File: src/hw/rtl/rgbhsl_pkg.sv
package rgbhsl_pkg;

    localparam int CH_W     = 8;
    localparam int SUM_W    = CH_W + 1;
    localparam int HUE_W    = 15;
    localparam int PCT_W    = 14;

    localparam int HALF_SUM = 255;
    localparam int FULL_SUM = 510;

    localparam int HUE_FULL  = 23040;
    localparam int HUE_SIXTH = 3840;
    localparam int HUE_SCALE2 = 2 * HUE_SIXTH;
    localparam int SAT_SCALE2 = 20000;

    // lightness = floor((LIGHT_MUL * sum + LIGHT_ADD) / LIGHT_DIV)
    localparam int LIGHT_MUL   = 5000;
    localparam int LIGHT_ADD   = 127;
    localparam int LIGHT_DIV   = 255;
    localparam int LIGHT_RECIP = 257;
    localparam int LIGHT_SHIFT = 16;
    localparam int LY_W        = 22;

    localparam int NUM_W    = 23;
    localparam int DEN_W    = CH_W + 1;
    localparam int DIV_BITS = 14;

    localparam int QDEPTH = 4;
    localparam int QPTR_W = $clog2(QDEPTH);
    localparam int QCNT_W = $clog2(QDEPTH + 1);

    typedef enum logic [1:0] {
        SEC_RED   = 2'b00,
        SEC_GREEN = 2'b01,
        SEC_BLUE  = 2'b10
    } t_sector;

    typedef struct packed {
        logic [CH_W-1:0] red;
        logic [CH_W-1:0] green;
        logic [CH_W-1:0] blue;
    } t_in_item;

    typedef struct packed {
        logic [HUE_W-1:0] hue;
        logic [PCT_W-1:0] saturation;
        logic [PCT_W-1:0] lightness;
    } t_out_item;

    typedef struct packed {
        logic [SUM_W-1:0] sum;
        logic [CH_W-1:0]  spread;
        logic [CH_W-1:0]  den;
        logic [CH_W-1:0]  diff;
        t_sector          sector;
        logic             neg;
    } t_task;

    typedef struct packed {
        t_sector          sector;
        logic             neg;
        logic             grey;
        logic [LY_W-1:0]  y;
        logic [PCT_W-1:0] light;
    } t_side;

    function automatic logic [HUE_W:0] sector_base(input t_sector sec);
        logic [HUE_W:0] base;
        unique case (sec)
            SEC_RED:   base = '0;
            SEC_GREEN: base = (HUE_W+1)'(2 * HUE_SIXTH);
            SEC_BLUE:  base = (HUE_W+1)'(4 * HUE_SIXTH);
            default:   base = '0;
        endcase
        return base;
    endfunction

endpackage

File: src/hw/rtl/rgb_to_hsl_converter.sv
// Throughput: one item per cycle while the output is not stalled; the two 14-stage restoring dividers set the depth.
// A four-entry queue between the classify stage and the divider pipeline absorbs stalls.
// Reset: synchronous active-low i_rst_n empties the queue and drops all items in flight.
module rgb_to_hsl_converter (
    input  logic                  i_clk,
    input  logic                  i_rst_n,
    input  logic                  i_in_valid,
    output logic                  o_in_stall,
    input  rgbhsl_pkg::t_in_item  i_in_item,
    output logic                  o_out_valid,
    input  logic                  i_out_stall,
    output rgbhsl_pkg::t_out_item o_out_item
);

    logic              q_push;
    logic              q_full;
    logic              q_pop;
    logic              q_valid;
    rgbhsl_pkg::t_task fr_task;
    rgbhsl_pkg::t_task q_task;

    rgbhsl_front u_front (
        .i_clk    (i_clk),
        .i_rst_n  (i_rst_n),
        .i_valid  (i_in_valid),
        .i_item   (i_in_item),
        .o_stall  (o_in_stall),
        .i_q_full (q_full),
        .o_push   (q_push),
        .o_task   (fr_task)
    );

    rgbhsl_fifo u_fifo (
        .i_clk   (i_clk),
        .i_rst_n (i_rst_n),
        .i_push  (q_push),
        .i_data  (fr_task),
        .o_full  (q_full),
        .i_pop   (q_pop),
        .o_valid (q_valid),
        .o_data  (q_task)
    );

    rgbhsl_back u_back (
        .i_clk     (i_clk),
        .i_rst_n   (i_rst_n),
        .i_q_valid (q_valid),
        .i_task    (q_task),
        .o_pop     (q_pop),
        .o_valid   (o_out_valid),
        .i_stall   (i_out_stall),
        .o_item    (o_out_item)
    );

    a_hue_range: assert property (@(posedge i_clk) disable iff (!i_rst_n)
        o_out_valid |-> o_out_item.hue < 15'(rgbhsl_pkg::HUE_FULL))
        else $error("hue out of range");

    a_pct_range: assert property (@(posedge i_clk) disable iff (!i_rst_n)
        o_out_valid |-> (o_out_item.saturation <= 14'd10000
                         && o_out_item.lightness <= 14'd10000))
        else $error("saturation or lightness out of range");

    a_queue_pop: assert property (@(posedge i_clk) disable iff (!i_rst_n)
        q_pop |-> q_valid)
        else $error("queue popped while empty");

    a_queue_push: assert property (@(posedge i_clk) disable iff (!i_rst_n)
        q_push |-> !q_full)
        else $error("queue pushed while full");

endmodule

File: src/hw/rtl/rgbhsl_div.sv
module rgbhsl_div (
    input  logic                              i_clk,
    input  logic                              i_en,
    input  logic [rgbhsl_pkg::NUM_W-1:0]      i_num,
    input  logic [rgbhsl_pkg::DEN_W-1:0]      i_den,
    output logic [rgbhsl_pkg::DIV_BITS-1:0]   o_quo
);

    localparam int NW = rgbhsl_pkg::NUM_W;
    localparam int QB = rgbhsl_pkg::DIV_BITS;
    localparam int DW = rgbhsl_pkg::DEN_W;

    logic [NW-1:0] r_rem [QB-1];
    logic [QB-1:0] r_quo [QB];
    logic [DW-1:0] r_den [QB-1];

    for (genvar j = 0; j < QB; j++) begin : g_stage
        localparam int SH = QB - 1 - j;
        logic [NW-1:0] rem_in;
        logic [DW-1:0] den_in;
        logic [NW-1:0] trial;
        logic [QB-1:0] quo_in;
        logic          fit;

        if (j == 0) begin : g_first
            assign rem_in = i_num;
            assign den_in = i_den;
            assign quo_in = '0;
        end else begin : g_next
            assign rem_in = r_rem[j-1];
            assign den_in = r_den[j-1];
            assign quo_in = r_quo[j-1];
        end

        assign trial = NW'(den_in) << SH;
        assign fit   = rem_in >= trial;

        always_ff @(posedge i_clk) begin
            if (i_en) begin
                r_quo[j] <= quo_in | (fit ? (QB'(1) << SH) : '0);
            end
        end

        if (j < QB - 1) begin : g_rem
            always_ff @(posedge i_clk) begin
                if (i_en) begin
                    r_rem[j] <= fit ? rem_in - trial : rem_in;
                end
            end
        end
    end

    always_ff @(posedge i_clk) begin
        if (i_en) begin
            r_den[0] <= i_den;
            for (int k = 1; k < QB - 1; k++) begin
                r_den[k] <= r_den[k-1];
            end
        end
    end

    assign o_quo = r_quo[QB-1];

endmodule

File: src/hw/rtl/rgbhsl_front.sv
module rgbhsl_front (
    input  logic                  i_clk,
    input  logic                  i_rst_n,
    input  logic                  i_valid,
    input  rgbhsl_pkg::t_in_item  i_item,
    output logic                  o_stall,
    input  logic                  i_q_full,
    output logic                  o_push,
    output rgbhsl_pkg::t_task     o_task
);

    localparam int CW = rgbhsl_pkg::CH_W;
    localparam int SW = rgbhsl_pkg::SUM_W;

    logic              r_valid;
    rgbhsl_pkg::t_task r_task;
    rgbhsl_pkg::t_task n_task;
    logic              take;

    logic [CW-1:0] mx;
    logic [CW-1:0] mn;
    logic [CW-1:0] pos;
    logic [CW-1:0] neg;
    logic [SW-1:0] sum;

    always_comb begin
        mx = i_item.red;
        mn = i_item.red;
        if (i_item.green > mx) mx = i_item.green;
        if (i_item.blue > mx)  mx = i_item.blue;
        if (i_item.green < mn) mn = i_item.green;
        if (i_item.blue < mn)  mn = i_item.blue;
        sum = SW'(mx) + SW'(mn);

        priority if (mx == i_item.red) begin
            pos = i_item.green;
            neg = i_item.blue;
            n_task.sector = rgbhsl_pkg::SEC_RED;
        end else if (mx == i_item.green) begin
            pos = i_item.blue;
            neg = i_item.red;
            n_task.sector = rgbhsl_pkg::SEC_GREEN;
        end else begin
            pos = i_item.red;
            neg = i_item.green;
            n_task.sector = rgbhsl_pkg::SEC_BLUE;
        end

        n_task.sum    = sum;
        n_task.spread = mx - mn;
        n_task.den    = (sum < SW'(rgbhsl_pkg::HALF_SUM))
                      ? sum[CW-1:0]
                      : CW'(SW'(rgbhsl_pkg::FULL_SUM) - sum);
        n_task.neg    = pos < neg;
        n_task.diff   = (pos < neg) ? neg - pos : pos - neg;
    end

    assign o_push  = r_valid && !i_q_full;
    assign take    = !r_valid || o_push;
    assign o_stall = !take;
    assign o_task  = r_task;

    always_ff @(posedge i_clk) begin
        if (!i_rst_n) begin
            r_valid <= 1'b0;
        end else if (take) begin
            r_valid <= i_valid;
        end
    end

    always_ff @(posedge i_clk) begin
        if (take && i_valid) begin
            r_task <= n_task;
        end
    end

endmodule

File: src/hw/rtl/rgbhsl_fifo.sv
module rgbhsl_fifo (
    input  logic              i_clk,
    input  logic              i_rst_n,
    input  logic              i_push,
    input  rgbhsl_pkg::t_task i_data,
    output logic              o_full,
    input  logic              i_pop,
    output logic              o_valid,
    output rgbhsl_pkg::t_task o_data
);

    localparam int PW = rgbhsl_pkg::QPTR_W;
    localparam int CW = rgbhsl_pkg::QCNT_W;

    rgbhsl_pkg::t_task r_mem [rgbhsl_pkg::QDEPTH];
    logic [PW-1:0]     r_wptr;
    logic [PW-1:0]     r_rptr;
    logic [CW-1:0]     r_count;
    logic [PW-1:0]     n_wptr;
    logic [PW-1:0]     n_rptr;
    logic [CW-1:0]     n_count;

    assign o_full  = r_count == CW'(rgbhsl_pkg::QDEPTH);
    assign o_valid = r_count != '0;
    assign o_data  = r_mem[r_rptr];

    always_comb begin
        n_wptr  = r_wptr;
        n_rptr  = r_rptr;
        n_count = r_count;
        if (i_push) begin
            n_wptr = (r_wptr == PW'(rgbhsl_pkg::QDEPTH - 1)) ? '0 : r_wptr + PW'(1);
        end
        if (i_pop) begin
            n_rptr = (r_rptr == PW'(rgbhsl_pkg::QDEPTH - 1)) ? '0 : r_rptr + PW'(1);
        end
        if (i_push && !i_pop) begin
            n_count = r_count + CW'(1);
        end else if (i_pop && !i_push) begin
            n_count = r_count - CW'(1);
        end
    end

    always_ff @(posedge i_clk) begin
        if (!i_rst_n) begin
            r_wptr  <= '0;
            r_rptr  <= '0;
            r_count <= '0;
        end else begin
            r_wptr  <= n_wptr;
            r_rptr  <= n_rptr;
            r_count <= n_count;
        end
    end

    always_ff @(posedge i_clk) begin
        if (i_push) begin
            r_mem[r_wptr] <= i_data;
        end
    end

endmodule

File: src/hw/rtl/rgbhsl_back.sv
module rgbhsl_back (
    input  logic                  i_clk,
    input  logic                  i_rst_n,
    input  logic                  i_q_valid,
    input  rgbhsl_pkg::t_task     i_task,
    output logic                  o_pop,
    output logic                  o_valid,
    input  logic                  i_stall,
    output rgbhsl_pkg::t_out_item o_item
);

    localparam int NW = rgbhsl_pkg::NUM_W;
    localparam int DW = rgbhsl_pkg::DEN_W;
    localparam int QB = rgbhsl_pkg::DIV_BITS;
    localparam int YW = rgbhsl_pkg::LY_W;
    localparam int PW = rgbhsl_pkg::PCT_W;
    localparam int HW = rgbhsl_pkg::HUE_W;
    localparam int MW = YW + 9;

    logic adv;

    logic                r_p_valid;
    logic [NW-1:0]       r_p_sat_num;
    logic [DW-1:0]       r_p_sat_den;
    logic [NW-1:0]       r_p_hue_num;
    logic [DW-1:0]       r_p_hue_den;
    logic [YW-1:0]       r_p_y;
    rgbhsl_pkg::t_sector r_p_sector;
    logic                r_p_neg;
    logic                r_p_grey;

    logic [QB-1:0]       r_sd_valid;
    rgbhsl_pkg::t_side   r_sd [QB];

    logic                  r_out_valid;
    rgbhsl_pkg::t_out_item r_out;

    logic [QB-1:0] sat_q;
    logic [QB-1:0] hue_q;

    logic [MW-1:0]   lprod;
    logic [PW-1:0]   lq0;
    logic [YW-1:0]   lback;
    logic [YW-1:0]   lrem;
    rgbhsl_pkg::t_side sd1;
    logic [HW:0]     base;
    logic [HW:0]     hue_raw;
    logic [HW:0]     hue_wrap;
    rgbhsl_pkg::t_out_item n_out;

    assign adv   = !(r_out_valid && i_stall);
    assign o_pop = adv && i_q_valid;

    always_ff @(posedge i_clk) begin
        if (adv) begin
            r_p_sat_num <= NW'(i_task.spread) * NW'(rgbhsl_pkg::SAT_SCALE2) + NW'(i_task.den);
            r_p_sat_den <= {i_task.den, 1'b0};
            r_p_hue_num <= NW'(i_task.diff) * NW'(rgbhsl_pkg::HUE_SCALE2)
                         + NW'(i_task.spread) - NW'(i_task.neg);
            r_p_hue_den <= {i_task.spread, 1'b0};
            r_p_y       <= YW'(i_task.sum) * YW'(rgbhsl_pkg::LIGHT_MUL)
                         + YW'(rgbhsl_pkg::LIGHT_ADD);
            r_p_sector  <= i_task.sector;
            r_p_neg     <= i_task.neg;
            r_p_grey    <= i_task.spread == '0;
        end
    end

    rgbhsl_div u_sat_div (
        .i_clk (i_clk),
        .i_en  (adv),
        .i_num (r_p_sat_num),
        .i_den (r_p_sat_den),
        .o_quo (sat_q)
    );

    rgbhsl_div u_hue_div (
        .i_clk (i_clk),
        .i_en  (adv),
        .i_num (r_p_hue_num),
        .i_den (r_p_hue_den),
        .o_quo (hue_q)
    );

    always_comb begin
        lprod = MW'(r_p_y) * MW'(rgbhsl_pkg::LIGHT_RECIP);
        lq0   = PW'(lprod >> rgbhsl_pkg::LIGHT_SHIFT);
        lback = YW'(r_sd[0].light) * YW'(rgbhsl_pkg::LIGHT_DIV);
        lrem  = r_sd[0].y - lback;
        sd1   = r_sd[0];
        if (lrem >= YW'(rgbhsl_pkg::LIGHT_DIV)) begin
            sd1.light = r_sd[0].light + PW'(1);
        end
    end

    always_ff @(posedge i_clk) begin
        if (adv) begin
            r_sd[0].sector <= r_p_sector;
            r_sd[0].neg    <= r_p_neg;
            r_sd[0].grey   <= r_p_grey;
            r_sd[0].y      <= r_p_y;
            r_sd[0].light  <= lq0;
            r_sd[1]        <= sd1;
            for (int k = 2; k < QB; k++) begin
                r_sd[k] <= r_sd[k-1];
            end
        end
    end

    always_comb begin
        base    = rgbhsl_pkg::sector_base(r_sd[QB-1].sector);
        hue_raw = r_sd[QB-1].neg
                ? base + (HW+1)'(rgbhsl_pkg::HUE_FULL) - (HW+1)'(hue_q)
                : base + (HW+1)'(hue_q);
        hue_wrap = (hue_raw >= (HW+1)'(rgbhsl_pkg::HUE_FULL))
                 ? hue_raw - (HW+1)'(rgbhsl_pkg::HUE_FULL)
                 : hue_raw;
        n_out.hue        = r_sd[QB-1].grey ? '0 : hue_wrap[HW-1:0];
        n_out.saturation = r_sd[QB-1].grey ? '0 : PW'(sat_q);
        n_out.lightness  = r_sd[QB-1].light;
    end

    always_ff @(posedge i_clk) begin
        if (adv) begin
            r_out <= n_out;
        end
    end

    always_ff @(posedge i_clk) begin
        if (!i_rst_n) begin
            r_p_valid   <= 1'b0;
            r_sd_valid  <= '0;
            r_out_valid <= 1'b0;
        end else if (adv) begin
            r_p_valid   <= i_q_valid;
            r_sd_valid  <= {r_sd_valid[QB-2:0], r_p_valid};
            r_out_valid <= r_sd_valid[QB-1];
        end
    end

    assign o_valid = r_out_valid;
    assign o_item  = r_out;

endmodule

File: config.mk
export PLATFORM = sky130hd
export DESIGN_NAME = rgb_to_hsl_converter
export DESIGN_NICKNAME = d
export VERILOG_FILES = /design/src/hw/rtl/rgbhsl_pkg.sv /design/src/hw/rtl/rgb_to_hsl_converter.sv /design/src/hw/rtl/rgbhsl_div.sv /design/src/hw/rtl/rgbhsl_front.sv /design/src/hw/rtl/rgbhsl_fifo.sv /design/src/hw/rtl/rgbhsl_back.sv
export SDC_FILE = /design/constraint.sdc
export NUM_CORES = 2
export LEC_CHECK = 0
export ABC_CLOCK_PERIOD_IN_PS = 55300
export BUFFER_PORTS_ARGS = -buffer_cell sky130_fd_sc_hd__buf_2
export CORE_ASPECT_RATIO = 1.5
export CORE_MARGIN = 3
export CORE_UTILIZATION = 58
export CTS_CLUSTER_SIZE = 20
export DETAILED_ROUTE_END_ITERATION = 10
export GPL_TIMING_DRIVEN = 0
export PLACE_DENSITY = 0.83
export SLEW_MARGIN = 25
export SYNTH_ARGS = -nofsm -noshare
export SYNTH_HDL_FRONTEND = slang
export SYNTH_HIERARCHICAL = 1
export SYNTH_SLANG_ARGS = --single-unit
File: constraint.sdc
create_clock -name i_clk -period 55.3 [get_ports i_clk]
set_input_delay 11.06 -clock i_clk [delete_from_list [all_inputs] [get_ports i_clk]]
set_output_delay 11.06 -clock i_clk [all_outputs]
set_load 0.05 [all_outputs]
### Yosys cells after proc, flatten, opt, wreduce, memory -nomap -nowiden

Memory sizes are Yosys's and may differ from the RTL's. A register that Yosys moved wholly into a read port is not among the register bits.
Cells that the tools add are included.

* register bits: 177
* bits in writable memories: 1928
* input port bits: 28
* word-level logic and storage cells: 245
* memories kept: 8

* add/subtract/negate cells: 45
* multipliers: 5
* magnitude comparators: 36
* equality and inequality tests: 7
* multiplexer cells: 78
* bitwise logic cells: 26
* reduce and logical (&&, ||, !) cells: 17

Memory list
* u_back.r_sd: depth 14, bits a word 40, read ports 14, clocked after Yosys merged registers in 0, write ports 14, line rgbhsl_back.sv:33 `rgbhsl_pkg::t_side r_sd [QB];`
* u_back.u_hue_div.r_rem: depth 13, bits a word 23, read ports 13, clocked after Yosys merged registers in 0, write ports 13, line rgbhsl_div.sv:13 `logic [NW-1:0] r_rem [QB-1];`
* u_back.u_sat_div.r_rem: depth 13, bits a word 23, read ports 13, clocked after Yosys merged registers in 0, write ports 13, line rgbhsl_div.sv:13
* u_back.u_hue_div.r_quo: depth 14, bits a word 14, read ports 14, clocked after Yosys merged registers in 0, write ports 14, line rgbhsl_div.sv:14 `logic [QB-1:0] r_quo [QB];`
* u_back.u_sat_div.r_quo: depth 14, bits a word 14, read ports 14, clocked after Yosys merged registers in 1, write ports 14, line rgbhsl_div.sv:14
* u_fifo.r_mem: depth 4, bits a word 36, read ports 1, clocked after Yosys merged registers in 1, write ports 1, line rgbhsl_fifo.sv:15 `rgbhsl_pkg::t_task r_mem [rgbhsl_pkg::QDEPTH];`
* +2 memories

Operator list (count)
* 2-to-1 mux 23 bit: 26
* 2-to-1 mux 8 bit: 12
* >= comparator 23 x 10 -> 1 bit: 2
* >= comparator 23 x 11 -> 1 bit: 2
* >= comparator 23 x 12 -> 1 bit: 2
* >= comparator 23 x 13 -> 1 bit: 2
* >= comparator 23 x 14 -> 1 bit: 2
* >= comparator 23 x 15 -> 1 bit: 2
* >= comparator 23 x 16 -> 1 bit: 2
* >= comparator 23 x 17 -> 1 bit: 2
* >= comparator 23 x 18 -> 1 bit: 2
* >= comparator 23 x 19 -> 1 bit: 2
* >= comparator 23 x 20 -> 1 bit: 2
* >= comparator 23 x 21 -> 1 bit: 2
* >= comparator 23 x 22 -> 1 bit: 2
* >= comparator 23 x 9 -> 1 bit: 2
* subtractor 23 x 10 -> 23 bit: 2
* subtractor 23 x 11 -> 23 bit: 2
* subtractor 23 x 12 -> 23 bit: 2
* subtractor 23 x 13 -> 23 bit: 2
* subtractor 23 x 14 -> 23 bit: 2
* subtractor 23 x 15 -> 23 bit: 2
* subtractor 23 x 16 -> 23 bit: 2
* subtractor 23 x 17 -> 23 bit: 2
* other kinds (70): 132

### Longest topological paths before layout

* depth in word-level cells: 9
* depth in mapped cells: 38
* depth with buffers taken out: 31

### By module

Netlist, hierarchy kept.

Modules (own cells, without submodules)
* rgbhsl_div at u_back.u_sat_div: times used 1, cells each 1919, area an instance 25084.1 µm²
* rgbhsl_div at u_back.u_hue_div: times used 1, cells each 1888, area an instance 24676.2 µm²
* rgbhsl_back: times used 1, cells each 1672, area an instance 22482.8 µm²
* rgbhsl_fifo: times used 1, cells each 232, area an instance 5708.0 µm²
* rgbhsl_front: times used 1, cells each 498, area an instance 4330.4 µm²

### Least setup slack after synthesis

OpenSTA, ideal clock, no wires.

* kind: input to register
* start: input port i_out_stall
* end: register u_back/o_item[0] (netlist name)
* setup time: 2.357 ns
* data arrival time: 50.107 ns
* path slack: 2.837 ns
* cell stages on the path: 4
* cell sequence: and2_1 clkbuf_1 inv_1 buf_1

* longest elaborated chain between the ends: 1

Ends and longest elaborated chain
* from (decl): line rgb_to_hsl_converter.sv:11 `input logic i_out_stall,`
* logical AND 1 bit: line rgbhsl_back.sv:51 `assign adv = !(r_out_valid && i_stall);`

Every way passes these cells.
A chain may end at the register's enable or synchronous reset.

==> results.md <==
Critical path:
- The total buffers and inverters traversed by the critical path is 7.
- Among cell families on the critical path, the largest total delay comes from compound AO/OA/AOI/OAI gates.
- Data on the critical path arrives at its endpoint at ~20 ns.
- The critical path required time is between 50 and 60 ns.
- Of all nets on the critical path, the largest fanout is 10.
- On the worst path, the slowest cell contributes a delay of 0.58 ns.
- The worst register-to-register path begins at u_back/r_sd[0][0]$_DFFE_PN_.
- The nature of the critical path startpoint is an input pin.
- The total stage count of the critical path is 36.
- The critical path is of the in -> reg type.
- The critical path's most frequent cell is clkbuf_1.
- The number of cells on the worst reg-to-reg path is 20.
- The critical path capture point type is a flop.
- The source of the critical timing path is i_in_item[17].
- The critical path's slowest cell is or4_1.

Run:
- The number of max-capacitance violations reported is 0.

Timing:
- The measured slew at the worst slew-check pin is between 1 and 1.5 ns.
- Of the available clock period, the critical path in the final layout requires 0.358.
- The headroom to the max-slew limit is 0.308.
- The final count of pins violating max slew was 0.
- Setup repair after global routing left no endpoint under its margin.
- Summed over all failing endpoints, the final setup total negative slack is 0 ns.
- The number of hold-slack violations in the final timing report is 0.
- The final-report setup violation count is 0.
- The worst path needs slightly below 20 ns of the cycle, external delays included.
- Timing would allow up to a little over 0.05 GHz.
- The clock arrives with ~0.028 ns of skew.

Floorplan:
- After floorplanning, the core was sized to cover about 140000 µm².
- between 70 and 80 I/O pins were placed.
- For this configuration, the core starts out at a cell density of 0.586.
- The row count is approximately 170.
- The floorplan step defined a die boundary enclosing 147000 µm².
- The floorplan step set the die height to roughly 470 µm.
- The width of the chip is 314 µm.

Synthesis:
- The async set or reset register ratio after synthesis is 0.
- Summing every instance area after synthesis gives 82300 µm².
- After synthesis the netlist holds a flip-flop and latch count of ~1600.
- The largest total area in the synthesized netlist belongs to edfxtp_1.
- The synthesis warning total is 6.
- The cell count after synthesis came out at 6209.
- In the post-synthesis netlist, the cell with the most instances is edfxtp_1.
- The number of distinct library cell variants in the gate-level netlist after synthesis is approximately 110.
- The number of flops mapped to enable cells by yosys is about 1600.
- For this run, the register share of the synthesized area comes to 0.595.
- The area share of the largest cell type after synthesis is 0.589.
- In the post-synthesis netlist, the biggest area contributors are edfxtp_1 (59%), ha_1 (8.2%), fa_1 (3.6%).
- Among all flip-flop cells after synthesis, the most frequent one is edfxtp_1.
- The mean instance size in the synthesized netlist is 13.3 µm².
- By count the netlist is led by edfxtp_1 (1614), inv_1 (640), ha_1 (539), nor2_1 (366), a21oi_1 (316).

Clock network:
- The clock buffer count from CTS is 150.
- The clock transition time at the flip-flop clock pins of the worst setup and hold paths is roughly 0.060 ns.
- CTS placed an instance of clkbuf_16 at the clock tree root.
- The number of setup buffers added after CTS is 0.
- The clock drives 1640 sinks.
- In this run the number of H-tree levels came out at 4.
- The hold-fix buffer count after cts is 0.
- At the later pin of the worst-skew pair, clock insertion delay measures roughly 0.8 ns.
- The TritonCTS clock tree is built.
- The maximum buffer depth of the clock tree is 3.
- After clock tree synthesis, the repair step resized 0 gates.

Routing:
- Using the TritonRoute via totals, the vias-per-cell ratio works out to 5.79.
- The overall via count from detail_route is 49100.
- The first detailed-routing pass ran for 7 iterations.
- The routed wire length is 158000 µm.
- In the routed design, unresolved DRC markers number 0.
- The detail route stage leaves a number of antenna-violating nets equal to 0.
- Dividing the detail-routed wire length by the instance count gives between 15 and 20 µm.
- The starting DRC count in detailed routing is a little under 3000.

Placed design:
- The count of buffers from port buffering is just under 70.
- The HPWL after detailed placement is between 100000 and 150000 µm.
- The final weighted congestion in routability-driven placement is between 0.9 and 1.

Final layout:
- The area growth from synthesis to layout is 10.6%.
- The number of nets at the end of the flow is between 7000 and 8000.
- The number of antenna diodes is 0.
- The fraction of final layout cells with drive strength greater than 1 is 0.0869.
- The number of filler cells placed in the layout is approximately 9700.

Worst hold path:
- The hold path startpoint is u_back/r_sd[0][77]$_DFFE_PN_.
- The worst min-delay path class is reg -> reg.
- Counting instances, the worst hold path has a depth of 0.

Global routing:
- The first-pass GRT wire length is ~250000 µm.
- The number of global-route vias before repair was ~50000.
- The global-route congestion overflow total is 0.
- The maximum number of pins on one net before global-route repair is 38.
- For this run, the total global-route usage over all layers was measured as 0.214.
- The initial antenna violation count is 0.

Status:
- The run finished with clean final reports.
[layout by cell type (no fill, tap or decap), types with 90 or more instances in the layout]
cell,n
a21oi_1,316
edfxtp_1,1614
fa_1,149
xor2_1,190
nand2_1,285
nand3_1,90
nor3_1,143
nor2_1,366
inv_1,640
o21ai_0,247
xnor2_1,232
clkbuf_16,153
clkbuf_1,100
ha_1,539
[flip-flops by register name (all words and copies together) (netlist names), 14 cells and up, named ones only]
name,cells
u_fifo/r_mem,144
u_back/u_sat_div/r_den,117
u_back/u_sat_div/r_quo,105
u_back/r_p_sat_num,23
u_back/o_item,43
u_back/u_hue_div/r_quo,105
u_back/r_sd,271
u_back/r_p_y,19
u_back/r_sd_valid,14
u_back/u_hue_div/r_den,117
u_back/u_sat_div/r_rem,299
u_back/u_hue_div/r_rem,299
u_back/r_p_hue_num,23
u_front/o_task,34
[cells by family (layout without fill, tap and decap cells)]
family                     count (synthesis)  after routing  share of synthesized area
buffers and inverters                    743           1137                     0.0354
adders and majority gates                688            688                      0.118
muxes                                    176            176                     0.0286
and+or+nand+nor                         1456           1456                     0.0922
AOI/OAI and AO/OA                       1083           1083                     0.0852
xor gates and xnor gates                 422            422                     0.0449
DFF                                     1640           1640                      0.595
other                                      1              4                  0.0000456
[final timing paths]
| check | slack, ns | endpoint |
|---|---|---|
| worst max-delay path | 35.49 | u_front/o_task[10]$_DFFE_PP_ |
| worst min-delay path | 0.40 | u_back/r_sd[0][117]$_DFFE_PN_ |
| worst max register to register | 48.88 | u_back/r_sd[0][52]$_DFFE_PN_ |
| worst min register to register | 0.40 | u_back/r_sd[0][117]$_DFFE_PN_ |
[metal layers]
layer | share of wire | global-route usage
met4 | 0.063 | 0.133
met2 | 0.58 | 0.440
met5 | 0 | 0
met1 | 0.33 | 0.193
met3 | 0.029 | 0.0263
[worst register-to-register path: stages, from the launching register on]
cell and delay, ns:
edfxtp_1 0.59, fa_1 0.66, ha_1 0.26, ha_1 0.19
or2_2 0.31, fa_1 0.50, inv_1 0.06, fa_1 0.52
inv_1 0.04, ha_1 0.26, buf_2 0.19, a21oi_1 0.16
a2111oi_0 0.52, o31ai_1 0.24, and2_1 0.22, o41ai_1 0.28
o22ai_1 0.20, nor4_4 0.51, buf_6 0.23, nor3_1 0.07
xnor2_1 0.15
[metrics by stage]
step / std cells / util / setup WS [ns] / hold WS (ns) / instance area [µm²]
after global placement: 8151 / 0.605 / -8.38 / 0.400 / 85000
final: 8476 / 0.648 / 35.49 / 0.404 / 91000
after CTS: 8476 / 0.648 / 35.64 / 0.400 / 91000
after global routing: 8476 / 0.648 / 34.95 / 0.413 / 91000
after detailed placement: 8206 / 0.614 / 34.82 / 0.405 / 86200
after floorplan: 6212 / - / 2.84 / 0.400 / 82300
[layout make-up]
class | instances | area [µm²] | area share
multi-input cells | 3829 | 30400 | 0.334
inverters | 647 | 2430 | 0.0267
repair buffers | 124 | 1590 | 0.0175
clock inverters | 78 | 787 | 0.00865
flip-flops and latches | 1640 | 49000 | 0.538
plain buffers | 96 | 487 | 0.00535
well taps | 1870 | 2340 | 0.0257
clock buffers | 192 | 3980 | 0.0437
Power is left out: the tool's default activity adds up to more than one toggle a clock period on the data nets, which glitch-free logic cannot reach.
